--- src/hdl/assert_macros.svh ---
// Concurrent assertion macros shared by the supervisor RTL.
`ifndef ASSERT_MACROS_SVH
`define ASSERT_MACROS_SVH

`ifndef NO_ASSERTIONS

`define SFCS_ASSERT_ALWAYS(lbl, clk, rst_n, expr) \
	lbl: assert property (@(posedge clk) disable iff (!rst_n) (expr)) \
		else $error("assertion failed");

`define SFCS_ASSERT_IMPLIES(lbl, clk, rst_n, ante, cons) \
	lbl: assert property (@(posedge clk) disable iff (!rst_n) (ante) |-> (cons)) \
		else $error("assertion failed");

`define SFCS_ASSERT_NEXT(lbl, clk, rst_n, ante, cons) \
	lbl: assert property (@(posedge clk) disable iff (!rst_n) (ante) |=> (cons)) \
		else $error("assertion failed");

`else

`define SFCS_ASSERT_ALWAYS(lbl, clk, rst_n, expr)
`define SFCS_ASSERT_IMPLIES(lbl, clk, rst_n, ante, cons)
`define SFCS_ASSERT_NEXT(lbl, clk, rst_n, ante, cons)

`endif

`endif

--- src/hdl/sfcs_pkg.sv ---
// Types and constants of the six-face calibration supervisor.
package sfcs_pkg;

	typedef enum logic [1:0] {
		MODE_CAL   = 2'd0,
		MODE_ENTER = 2'd1,
		MODE_NORM  = 2'd2,
		MODE_PRE   = 2'd3
	} mode_t;

	// register indexes, byte address is 4 * index
	localparam logic [2:0] REG_FACE_TOL  = 3'd0;
	localparam logic [2:0] REG_STEADY    = 3'd1;
	localparam logic [2:0] REG_RECALIB   = 3'd2;
	localparam logic [2:0] REG_PUB_EVERY = 3'd3;
	localparam logic [2:0] REG_REL_LEVEL = 3'd4;

	localparam logic [12:0] FACE_TOL_RST  = 13'd410;
	localparam logic [15:0] STEADY_RST    = 16'd3;
	localparam logic [15:0] RECALIB_RST   = 16'd600;
	localparam logic [7:0]  PUB_EVERY_RST = 8'd12;
	localparam logic [1:0]  REL_LEVEL_RST = 2'd3;

	localparam logic [16:0] ONE_G     = 17'd4096;
	localparam logic [5:0]  ALL_FACES = 6'h3f;

	localparam logic [1:0] FILT_CAL  = 2'd0;
	localparam logic [1:0] FILT_NORM = 2'd3;

endpackage

--- src/hdl/sfcs_if.sv ---
// Valid/ready channels for samples in and results out.
interface sfcs_in_if;
	logic               valid;
	logic               ready;
	logic signed [15:0] accel_x;
	logic signed [15:0] accel_y;
	logic signed [15:0] accel_z;
	logic [1:0]         orientation_status;
	logic [31:0]        now_seconds;

	modport source (output valid, accel_x, accel_y, accel_z, orientation_status,
		now_seconds, input ready);
	modport sink (input valid, accel_x, accel_y, accel_z, orientation_status,
		now_seconds, output ready);
endinterface

interface sfcs_out_if;
	logic       valid;
	logic       ready;
	logic [1:0] mode;
	logic [1:0] trusted_status;
	logic [5:0] faces_seen;
	logic       publish;
	logic [1:0] status_echo;

	modport source (output valid, mode, trusted_status, faces_seen, publish,
		status_echo, input ready);
	modport sink (input valid, mode, trusted_status, faces_seen, publish,
		status_echo, output ready);
endinterface

--- src/hdl/sfcs_face_detect.sv ---
// Face test for one axis: plus face at bit 0, minus face at bit 1.
module sfcs_face_detect
	import sfcs_pkg::*;
(
	input  logic signed [15:0] accel,
	input  logic [12:0]        tolerance,
	output logic [1:0]         faces
);

	logic signed [16:0] ext;
	logic [16:0]        mag;
	logic [16:0]        gap;
	logic               hit;

	always_comb begin
		ext  = {accel[15], accel};
		mag  = ext[16] ? (17'd0 - ext) : ext;
		gap  = (mag >= ONE_G) ? (mag - ONE_G) : (ONE_G - mag);
		hit  = (accel != 16'sd0) && (gap <= {4'd0, tolerance});
		if (!hit) begin
			faces = 2'b00;
		end else if (accel[15]) begin
			faces = 2'b10;
		end else begin
			faces = 2'b01;
		end
	end

endmodule

--- src/hdl/six_face_calibration_supervisor_top.sv ---
// Six-face calibration supervisor: mode sequencer, publish divider and APB registers.
// The result of an accepted sample is registered in the output register at the accepting edge.
// One sample per cycle while the output register is empty or being read; it refills in the cycle it is read.
// The only loop is mode/face/timer/filter/count state updated at the accepting edge.
// arst_n low clears mode, faces, timer, filter, sample count and the output valid,
// and loads the register reset values.
`include "assert_macros.svh"

module six_face_calibration_supervisor_top
	import sfcs_pkg::*;
(
	input  logic        clk,
	input  logic        arst_n,
	sfcs_in_if.sink     sample,
	sfcs_out_if.source  result,
	input  logic        psel,
	input  logic        penable,
	input  logic        pwrite,
	input  logic [4:0]  paddr,
	input  logic [31:0] pwdata,
	output logic [31:0] prdata,
	output logic        pready
);

	// configuration
	logic [12:0] face_tol_q;
	logic [15:0] steady_q;
	logic [15:0] recalib_q;
	logic [7:0]  pub_every_q;
	logic [1:0]  rel_level_q;

	// supervisor state
	mode_t       mode_q, mode_d;
	logic [5:0]  face_mask_q, face_mask_d;
	logic [31:0] timer_q, timer_d;
	logic [1:0]  filt_q, filt_d;
	logic [7:0]  cnt_q, cnt_d, cnt_inc;

	// output register
	logic        res_valid_q;
	mode_t       res_mode_q;
	logic [1:0]  res_filt_q;
	logic [5:0]  res_faces_q;
	logic        res_pub_q;
	logic [1:0]  res_status_q;

	logic        accept;
	logic        cfg_wr;
	logic [2:0]  reg_idx;
	logic        reliable;
	logic [31:0] elapsed;
	logic [1:0]  fx, fy, fz;
	logic [5:0]  faces_new;

	assign pready  = 1'b1;
	assign reg_idx = paddr[4:2];
	assign cfg_wr  = psel && penable && pwrite && pready;

	always_ff @(posedge clk or negedge arst_n) begin
		if (!arst_n) begin
			face_tol_q  <= FACE_TOL_RST;
			steady_q    <= STEADY_RST;
			recalib_q   <= RECALIB_RST;
			pub_every_q <= PUB_EVERY_RST;
			rel_level_q <= REL_LEVEL_RST;
		end else if (cfg_wr) begin
			unique case (reg_idx)
				REG_FACE_TOL:  face_tol_q  <= pwdata[12:0];
				REG_STEADY:    steady_q    <= pwdata[15:0];
				REG_RECALIB:   recalib_q   <= pwdata[15:0];
				REG_PUB_EVERY: pub_every_q <= pwdata[7:0];
				REG_REL_LEVEL: rel_level_q <= pwdata[1:0];
				default: ;
			endcase
		end
	end

	always_comb begin
		unique case (reg_idx)
			REG_FACE_TOL:  prdata = {19'd0, face_tol_q};
			REG_STEADY:    prdata = {16'd0, steady_q};
			REG_RECALIB:   prdata = {16'd0, recalib_q};
			REG_PUB_EVERY: prdata = {24'd0, pub_every_q};
			REG_REL_LEVEL: prdata = {30'd0, rel_level_q};
			default:       prdata = 32'd0;
		endcase
	end

	sfcs_face_detect u_face_x (.accel(sample.accel_x), .tolerance(face_tol_q), .faces(fx));
	sfcs_face_detect u_face_y (.accel(sample.accel_y), .tolerance(face_tol_q), .faces(fy));
	sfcs_face_detect u_face_z (.accel(sample.accel_z), .tolerance(face_tol_q), .faces(fz));

	assign faces_new = face_mask_q | {fz, fy, fx};
	assign reliable  = (sample.orientation_status == rel_level_q);
	assign elapsed   = sample.now_seconds - timer_q;

	assign sample.ready = !res_valid_q || result.ready;
	assign accept       = sample.valid && sample.ready;

	// next mode
	always_comb begin
		mode_d = mode_q;
		unique case (mode_q)
			MODE_CAL: begin
				if ((faces_new == ALL_FACES) && reliable) mode_d = MODE_ENTER;
			end
			MODE_ENTER: begin
				if (!reliable) begin
					mode_d = MODE_CAL;
				end else if (elapsed >= {16'd0, steady_q}) begin
					mode_d = MODE_NORM;
				end
			end
			MODE_NORM: begin
				if (!reliable) mode_d = MODE_PRE;
			end
			MODE_PRE: begin
				if (reliable) begin
					mode_d = MODE_NORM;
				end else if (elapsed >= {16'd0, recalib_q}) begin
					mode_d = MODE_CAL;
				end
			end
			default: mode_d = MODE_CAL;
		endcase
	end

	// per-mode side effects
	always_comb begin
		face_mask_d = face_mask_q;
		timer_d     = timer_q;
		filt_d      = filt_q;
		unique case (mode_q)
			MODE_CAL: begin
				filt_d      = FILT_CAL;
				face_mask_d = faces_new;
				if ((faces_new == ALL_FACES) && reliable) timer_d = sample.now_seconds;
			end
			MODE_NORM: begin
				filt_d = FILT_NORM;
				if (!reliable) timer_d = sample.now_seconds;
			end
			default: ;
		endcase
	end

	// publish divider; a period of zero wraps every sample
	always_comb begin
		cnt_inc = cnt_q + 8'd1;
		cnt_d   = (cnt_inc >= pub_every_q) ? 8'd0 : cnt_inc;
	end

	always_ff @(posedge clk or negedge arst_n) begin
		if (!arst_n) begin
			mode_q      <= MODE_CAL;
			face_mask_q <= 6'd0;
			timer_q     <= 32'd0;
			filt_q      <= FILT_CAL;
			cnt_q       <= 8'd0;
		end else if (accept) begin
			mode_q      <= mode_d;
			face_mask_q <= face_mask_d;
			timer_q     <= timer_d;
			filt_q      <= filt_d;
			cnt_q       <= cnt_d;
		end
	end

	always_ff @(posedge clk or negedge arst_n) begin
		if (!arst_n) begin
			res_valid_q <= 1'b0;
		end else if (accept) begin
			res_valid_q <= 1'b1;
		end else if (result.ready) begin
			res_valid_q <= 1'b0;
		end
	end

	always_ff @(posedge clk) begin
		if (accept) begin
			res_mode_q   <= mode_d;
			res_filt_q   <= filt_d;
			res_faces_q  <= face_mask_d;
			res_pub_q    <= (cnt_q == 8'd0);
			res_status_q <= sample.orientation_status;
		end
	end

	assign result.valid          = res_valid_q;
	assign result.mode           = res_mode_q;
	assign result.trusted_status = res_filt_q;
	assign result.faces_seen     = res_faces_q;
	assign result.publish        = res_pub_q;
	assign result.status_echo    = res_status_q;

	// faces are sticky, leaving calibration needs all of them, an accepted sample fills the output, state holds otherwise
	`SFCS_ASSERT_ALWAYS(a_faces_sticky, clk, arst_n, (face_mask_q & $past(face_mask_q)) == $past(face_mask_q))
	`SFCS_ASSERT_IMPLIES(a_all_faces, clk, arst_n, mode_q != MODE_CAL, face_mask_q == ALL_FACES)
	`SFCS_ASSERT_NEXT(a_accept_fills, clk, arst_n, accept, res_valid_q)
	`SFCS_ASSERT_NEXT(a_state_holds, clk, arst_n, !accept, $stable(mode_q) && $stable(cnt_q))

endmodule
--- src/flat_wrapper.sv ---
// flat-port wrapper written by rule: the top's interface ports become plain ports
module six_face_calibration_supervisor_top_flat import sfcs_pkg::*;
  (clk, arst_n, psel, penable, pwrite, paddr, pwdata, prdata, pready, sample_valid, sample_accel_x, sample_accel_y, sample_accel_z, sample_orientation_status, sample_now_seconds, sample_ready, result_valid, result_mode, result_trusted_status, result_faces_seen, result_publish, result_status_echo, result_ready);
  sfcs_in_if sample_i ();
  sfcs_out_if result_i ();
  input  logic clk;
  input  logic arst_n;
  input  logic psel;
  input  logic penable;
  input  logic pwrite;
  input  logic [4:0] paddr;
  input  logic [31:0] pwdata;
  output logic [31:0] prdata;
  output logic pready;
  input wire logic [$bits(sample_i.valid)-1:0] sample_valid;
  input wire logic [$bits(sample_i.accel_x)-1:0] sample_accel_x;
  input wire logic [$bits(sample_i.accel_y)-1:0] sample_accel_y;
  input wire logic [$bits(sample_i.accel_z)-1:0] sample_accel_z;
  input wire logic [$bits(sample_i.orientation_status)-1:0] sample_orientation_status;
  input wire logic [$bits(sample_i.now_seconds)-1:0] sample_now_seconds;
  output wire logic [$bits(sample_i.ready)-1:0] sample_ready;
  output wire logic [$bits(result_i.valid)-1:0] result_valid;
  output wire logic [$bits(result_i.mode)-1:0] result_mode;
  output wire logic [$bits(result_i.trusted_status)-1:0] result_trusted_status;
  output wire logic [$bits(result_i.faces_seen)-1:0] result_faces_seen;
  output wire logic [$bits(result_i.publish)-1:0] result_publish;
  output wire logic [$bits(result_i.status_echo)-1:0] result_status_echo;
  input wire logic [$bits(result_i.ready)-1:0] result_ready;
  assign sample_i.valid = sample_valid;
  assign sample_i.accel_x = sample_accel_x;
  assign sample_i.accel_y = sample_accel_y;
  assign sample_i.accel_z = sample_accel_z;
  assign sample_i.orientation_status = sample_orientation_status;
  assign sample_i.now_seconds = sample_now_seconds;
  assign sample_ready = sample_i.ready;
  assign result_valid = result_i.valid;
  assign result_mode = result_i.mode;
  assign result_trusted_status = result_i.trusted_status;
  assign result_faces_seen = result_i.faces_seen;
  assign result_publish = result_i.publish;
  assign result_status_echo = result_i.status_echo;
  assign result_i.ready = result_ready;
  six_face_calibration_supervisor_top u_core (.clk(clk), .arst_n(arst_n), .sample(sample_i), .result(result_i), .psel(psel), .penable(penable), .pwrite(pwrite), .paddr(paddr), .pwdata(pwdata), .prdata(prdata), .pready(pready));
endmodule
--- config.mk ---
export PLATFORM = sky130hd
export DESIGN_NAME = six_face_calibration_supervisor_top_flat
export DESIGN_NICKNAME = d
export VERILOG_FILES = /design/src/hdl/sfcs_pkg.sv /design/src/hdl/sfcs_if.sv /design/src/hdl/sfcs_face_detect.sv /design/src/hdl/six_face_calibration_supervisor_top.sv /design/src/flat_wrapper.sv
export VERILOG_INCLUDE_DIRS = /design/src /design/src/hdl
export SDC_FILE = /design/constraint.sdc
export NUM_CORES = 1
export LEC_CHECK = 0
export ABC_AREA = 1
export BUFFER_PORTS_ARGS = -buffer_cell sky130_fd_sc_hd__clkbuf_2
export CAP_MARGIN = 0
export CELL_PAD_IN_SITES_DETAIL_PLACEMENT = 1
export CELL_PAD_IN_SITES_GLOBAL_PLACEMENT = 2
export CORE_MARGIN = 2
export CORE_UTILIZATION = 33
export CTS_BUF_LIST = sky130_fd_sc_hd__clkbuf_8
export DETAILED_ROUTE_END_ITERATION = 10
export GPL_TIMING_DRIVEN = 0
export PLACE_DENSITY_LB_ADDON = 0.1
export SLEW_MARGIN = 15
export SYNTH_ARGS = -nofsm -noshare
export SYNTH_HDL_FRONTEND = slang
export SYNTH_HIERARCHICAL = 1
export SYNTH_SLANG_ARGS = --single-unit
--- constraint.sdc ---
create_clock -name clk -period 3.8 [get_ports clk]
set_input_delay 0.57 -clock clk [delete_from_list [all_inputs] [get_ports clk]]
set_output_delay 0.57 -clock clk [all_outputs]
set_load 0.01 [all_outputs]
=== Yosys cells after proc, flatten, opt, wreduce, memory -nomap -nowiden ===
Index checks and enable logic that the tools add are counted.
W data, S select, Z words.

* Bits in registers: 119
* Latch bits: 0
* Bits in writable memories: 0
* Memory bits (read-only): 0
* Input bits: 126
* Output and inout port bits: 48
* Word-level logic and storage cells: 99
* Memories: 0

* Add/subtract/negate cells: 11
* Multiply operators: 0
* Div/mod/pow operators: 0
* Order comparisons: 9
* Equality and inequality tests: 11
* Shift-type cells: 0
* Multiplexer cells: 28
* Bitwise gates (word level): 1
* Reductions and logical operators: 23

{| class="wikitable"
|+ Operators with widths
! cell !! number
|-
| $mux W17 || 6
|-
| $pmux W16 S5 || 1
|-
| $ge A32 B16 Y1 || 2
|-
| $mux W32 || 2
|-
| $pmux W32 S2 || 1
|-
| $ge A17 B13 Y1 const B || 3
|-
| $le A17 B13 Y1 || 3
|-
| $sub A1 B16 Y17 const A || 3
|-
| $sub A13 B17 Y17 const A || 3
|-
| $sub A17 B13 Y17 const B || 3
|-
| $reduce_bool A16 Y1 || 3
|-
| $sub A32 B32 Y32 || 1
|-
| $mux W2 || 12
|-
| $reduce_and A2 Y1 || 5
|-
| $add A8 B1 Y8 const B || 1
|-
| $ge A8 B8 Y1 || 1
|-
| $logic_not A8 Y1 || 1
|-
| $mux W8 || 1
|-
| $pmux W2 S4 || 1
|-
| $logic_and A1 B1 Y1 || 7
|-
| $eq A3 B2 Y1 const B || 2
|-
| $eq A6 B6 Y1 const B || 1
|-
| $mux W6 || 1
|-
| $or A6 B6 Y6 || 1
|-
| other kinds (15) || 18
|}

=== Longest topological paths before layout ===
* Depth in word-level cells: 12
* Gate-level depth with buffers: 35

=== Cells and area by module ===
The synthesis kept the hierarchy.

{| class="wikitable"
|+ By module, submodules not included
! module !! instances !! cells an instance !! area each (um2) !! seq. area each (um2)
|-
| six_face_calibration_supervisor_top || 1 || 1234 || 8685.8 || 3061.7
|-
| sfcs_face_detect (u_core.u_face_x ...) || 2 || 230 || 1365.1 || 0.0
|-
| sfcs_face_detect (u_core.u_face_z) || 1 || 250 || 1280.0 || 0.0
|}

=== Worst setup path before layout ===
Ideal clock, no wire load.

* Path kind: in2reg
* From: input sample_accel_z[0]
* To: register u_core.timer_q[10]
* Setup time: 77 ps
* Arrival: 4110 ps
* Data required time: 3723 ps
* Setup slack: -388 ps
* Stages: 30
* Path buffers: 1
* Cells stage by stage: inv_1 > ha_1 > o21ai_1 > ha_1 > inv_1 > nor3_2 > nand2_1 > nor2_1 > inv_1 > nand3b_1 > nand2_1 > ha_1 > nand2_1 > nor2_1 > nand3b_1 > nand3_1 > nand2_1 > nand2_1 > nand2_1 > nand2_1 > nor2_1 > nand3_1 > nor2_1 > o22a_1 > o2111ai_1 > a21oi_1 > o21ai_1 > clkbuf_1 > nor2_1 > a21oi_1

* Word-level cells in the longest chain between the ends: 12

{| class="wikitable"
|+ RTL lines
! what !! line !! RTL
|-
| start, declared || flat_wrapper.sv:18 || <nowiki>input wire logic [$bits(sample_i.accel_z)-1:0] sample_accel_z;</nowiki>
|-
| $sub A1 B16 Y17 || sfcs_face_detect.sv:17 || <nowiki>mag = ext[16] ? (17'd0 - ext) : ext;</nowiki>
|-
| $mux W17 || sfcs_face_detect.sv:17 ||
|-
| $sub A13 B17 Y17, or another cell as far along || sfcs_face_detect.sv:18 || <nowiki>gap = (mag >= ONE_G) ? (mag - ONE_G) : (ONE_G - mag);</nowiki>
|-
| $mux W17 || sfcs_face_detect.sv:18 ||
|-
| $le A17 B13 Y1 || sfcs_face_detect.sv:19 || <nowiki>hit = (accel != 16'sd0) && (gap <= {4'd0, tolerance});</nowiki>
|-
| $logic_and A1 B1 Y1 (*) || sfcs_face_detect.sv:19 ||
|-
| $mux W2 (*) || sfcs_face_detect.sv:20 || <nowiki>if (!hit) begin</nowiki>
|-
| named net u_core.fz[0] || six_face_calibration_supervisor_top.sv:52 || <nowiki>logic [1:0] fx, fy, fz;</nowiki>
|-
| $or A6 B6 Y6 (*) || six_face_calibration_supervisor_top.sv:93 || <nowiki>assign faces_new = face_mask_q | {fz, fy, fx};</nowiki>
|-
| $eq A6 B6 Y1 (*) || six_face_calibration_supervisor_top.sv:137 || <nowiki>if ((faces_new == ALL_FACES) && reliable) timer_d = sample.now_seconds;</nowiki>
|-
| $logic_and A1 B1 Y1 (*) || six_face_calibration_supervisor_top.sv:137 ||
|-
| $ne A2 B1 Y1 (no line) (*) || - ||
|-
| $reduce_and A4 Y1 (no line) (*) || - ||
|-
| end signal, assigned || six_face_calibration_supervisor_top.sv:163 || <nowiki>timer_q <= timer_d;</nowiki>
|-
| end, declared || six_face_calibration_supervisor_top.sv:35 || <nowiki>logic [31:0] timer_q, timer_d;</nowiki>
|}

The timed path passes the listed nets; every way through them passes the cells marked *.
A chain may end at the register's enable or synchronous reset.

=== Worst setup path in the final report ===
* From: input sample_accel_z[0]
* To: register u_core.timer_q[30]

The elaborated chain is that of the path after synthesis.

==> results.cfg <==
[sta]
final-hold-violation-count = 0
period_share = 1.138
max-slew-margin-rel = 0.5666
min_period_ps = 4326
setup-violations-final = 33
setup_ws_ps = -526.2
fmax_ghz = 0.2312
drv_slew = 0
clock_skew_ps = 22.17
tightestPinTransition_ps = 646.6
timing.hold.ws_ps = 320.9
rsz0062_at_grt = yes

[detailed_routing]
dr.pass1.iters = 4
routedWlPerCell_um = 15.99
antenna_left = 0
drc = 0
drtIter0Drc = 395
drt-total-wl_um = 42720
routed_via_density = 4.666
vias = 12464

[cts]
worstSkewPairLatency_ps = 460
cts_max_level = 4
cts_buffer_depth = 2
root_buffer = clkbuf_8
cts_buffers = 17
cts.sinks = 119
cts_tree = yes
path_clk_slew_ps = 90

[die]
die_h_um = 200.1
die_area_um2 = 40060
ios = 174
start_util = 0.3363
core_um2 = 37760
chipWidth_um = 200.1
fp-row-count = 71

[worst_hold_path]
hp-class = in2reg
hp-start = sample_orientation_status[1]

[setup_path]
cpMostUsedCell = nand2_2
cp.arrival_ps = 4680
worstSetupEndpointType = register
cp.required_ps = 4150
cp_slowest_cell = a21oi_4
path_class = in2reg
max_stage_delay_ps = 250
r2r-start = u_core/timer_q[0]$_DFFE_PN0P_
cp-start-kind = input port
cp-startpoint = sample_accel_z[0]
worstPathMaxFanout = 7

[final_layout]
layoutNonFillerInstCount = 2671
num-fill-cells = 4966
area_growth_pct = 22.20
drive_gt1_frac = 0.2325
nets = 2394

[synthesis]
synth-edff-count = 13
avgSynthCellArea_um2 = 6.531
synth_flop_cell = dfrtp_1
ys_seq_area_frac = 0.2412
yosys_register_bits = 119
synth_mux_area_frac = 0.0008870
synth_compound_area_frac = 0.1005
synth_fa_ha_area_frac = 0.1208
synthSimpleGateAreaFrac = 0.3534
synth_cells = 1944
synth_cell_types = 58
async_flop_share = 0.8908
synth_top_family_by_area = simple AND/OR/NAND/NOR gates
synthXorXnorAreaFrac = 0.04179
synth.yosys.warnings = 6
syn_area_um2 = 12700

[placed_design]
place.port_buffers = 138
gp_congestion = 0.8067
place_inst = 2609
dpl.hpwl_um = 34880

[power]
p_int_mw = 4.110
p_comb_frac = 0.625
power_frac_clock = 0.152
sw_frac_of_total = 0.5021
power_density_nw_per_um2 = 532.1
p_total_mw = 8.256
p_leak_nw = 8.155
ir_drop_v = 0.0002604
p_seq_frac = 0.223
power.switching_mw = 4.146

[global_routing]
grtUsageTotal = 0.2163
grt_pass1_wl_um = 69440
overflow = 0
grt_start_max_net_pins = 87
antenna_found_initial = 0
grt_pass1_vias = 13359

[run_status]
violations = negative setup slack
status = finished with violations

[flow_run]
maxCapViolCount = 0
final timing paths:
kind	endpoint	slack (ps)	depth (start not counted)
setup / recovery	u_core/timer_q[30]$_DFFE_PN0P_	-530	31
hold / removal	u_core/result.status_echo[1]$_DFFE_PP_	320	1
setup reg to reg	u_core/mode_q[0]$_DFFE_PN0P_	350	23
hold reg to reg	u_core/recalib_q[11]$_DFFE_PN0P_	490	2
max in group asynchronous	u_core/rel_level_q[1]$_DFFE_PN1P_	2510	3
min in group asynchronous	u_core/timer_q[15]$_DFFE_PN0P_	540	2
per-stage QoR:
| step | setup slack (ps) | instance area [um^2] | utilization | TNS, ps |
|---|---|---|---|---|
| detailed placement | -1793 | 14180 | 0.3757 | -61880 |
| global placement | -1771 | 14150 | 0.3747 | -60510 |
| finish | -526.2 | 15510 | 0.4109 | -15080 |
| global route | -759.3 | 15510 | 0.4109 | -23150 |
| floorplan | -187.7 | 12820 | - | -5906 |
| CTS | -413.9 | 15070 | 0.3993 | -12280 |
registers in the layout, summed over array words and instances, names as in the netlist:
signal / cells
u_core/mode_q: 2
u_core/result.mode: 2
u_core/pub_every_q: 8
u_core/result.faces_seen: 6
u_core/result.status_echo: 2
u_core/steady_q: 16
u_core/rel_level_q: 2
u_core/result.publish: 1
u_core/timer_q: 32
u_core/cnt_q: 8
u_core/result.valid: 1
u_core/filt_q: 2
u_core/face_mask_q: 6
u_core/result.trusted_status: 2
u_core/recalib_q: 16
u_core/face_tol_q: 13
synthesized netlist by cell type, types with 6 or more instances:
cell,instances,area (um^2)
nand2_1,568,2132
xnor2_1,7,61.31
a211oi_1,6,45.04
ha_1,121,1514
o21ai_0,102,510.5
nand4_1,13,81.33
inv_1,368,1381
nand3b_1,14,105.1
nand3_2,22,220.2
xor2_2,6,97.59
o21ai_1,17,85.08
nand2_2,39,244.0
a21oi_1,75,375.4
xor2_1,35,306.5
nand3_1,84,420.4
nor3_1,20,100.1
buf_4,24,180.2
nor2_4,9,101.4
dfrtp_1,91,2277
clkbuf_1,16,60.06
nor2_2,28,175.2
nor2_1,145,544.3
o2111ai_1,7,61.31
inv_2,24,90.09
dfstp_2,15,394.1
edfxtp_1,13,390.4
cells in the final DEF (no fill, tap or decap), types with 17 or more instances in the layout:
cell and n:
dfrtp_1 91, nand3_2 24, clkbuf_2 136, ha_1 111, clkbuf_8 20, nand2_1 555
nor3_1 19, a21oi_1 56, inv_2 27, nand2_2 51, conb_1 17, inv_1 364
buf_4 40, xor2_1 34, nor2_4 27, nor2_2 46, nor2_1 109, o21ai_0 101
a21oi_2 17, nand3_1 81
metal layers:
metal | global-route usage | routed length (um) | vias up
li1 | - | - | 6426
met1 | 0.2705 | 19720 | 5890
met2 | 0.3880 | 21040 | 122
met3 | 0.03531 | 1212 | 26
met4 | 0.04904 | 741 | 0
met5 | 0 | 0 | -
kinds of logic (layout without fill, tap and decap cells):
group / after synthesis / after routing
and+or+nand+nor: 973 / 973
buffers and inverters: 443 / 642
AOI/OAI and AO/OA: 232 / 233
adders and majority gates: 122 / 122
DFF: 119 / 119
xor gates and xnor gates: 52 / 52
other: 2 / 18
muxes: 1 / 1
power groups by stage:
stage	Combinational [mW]	Clock, mW	Sequential, mW
5_1_grt	5.95	1.36	1.89
4_1_cts	5.05	1.30	1.85
2_1_floorplan	3.48	0	1.79
3_3_place_gp	4.74	0	1.86
3_5_place_dp	4.87	0	1.87
6_report	5.16	1.25	1.84
what timing repair did:
action | CTS | global route
endpoints found under the setup margin | 38 | 34
pin swaps | 19 | 24
hold endpoints to repair | 20 | 0
resized for setup | 66 | 81
setup buffers | 15 | 6
hold buffers | 1 | 0
gates cloned | 5 | 2
layout make-up:
type,count,area (um^2),share of cell area
inverters,398,1523,0.09815
repair buffers,166,1040,0.06702
well taps,511,639.4,0.04121
clock inverters,15,168.9,0.01089
flip-flops and latches,119,3062,0.1973
diodes,1,2.502,0.0001613
plain buffers,45,349.1,0.02250
clock buffers,17,234.0,0.01508
repair inverters,1,3.754,0.0002419
multi-input cells,1398,8493,0.5474
worst max-delay path, delay by kind of cell:
kind | cells | cell delay (ps)
compound gates | 7 | 1100
fa+ha+maj | 3 | 670
buf+inv | 6 | 660
simple gates | 15 | 1640
(Power assumes the default switching activity.)
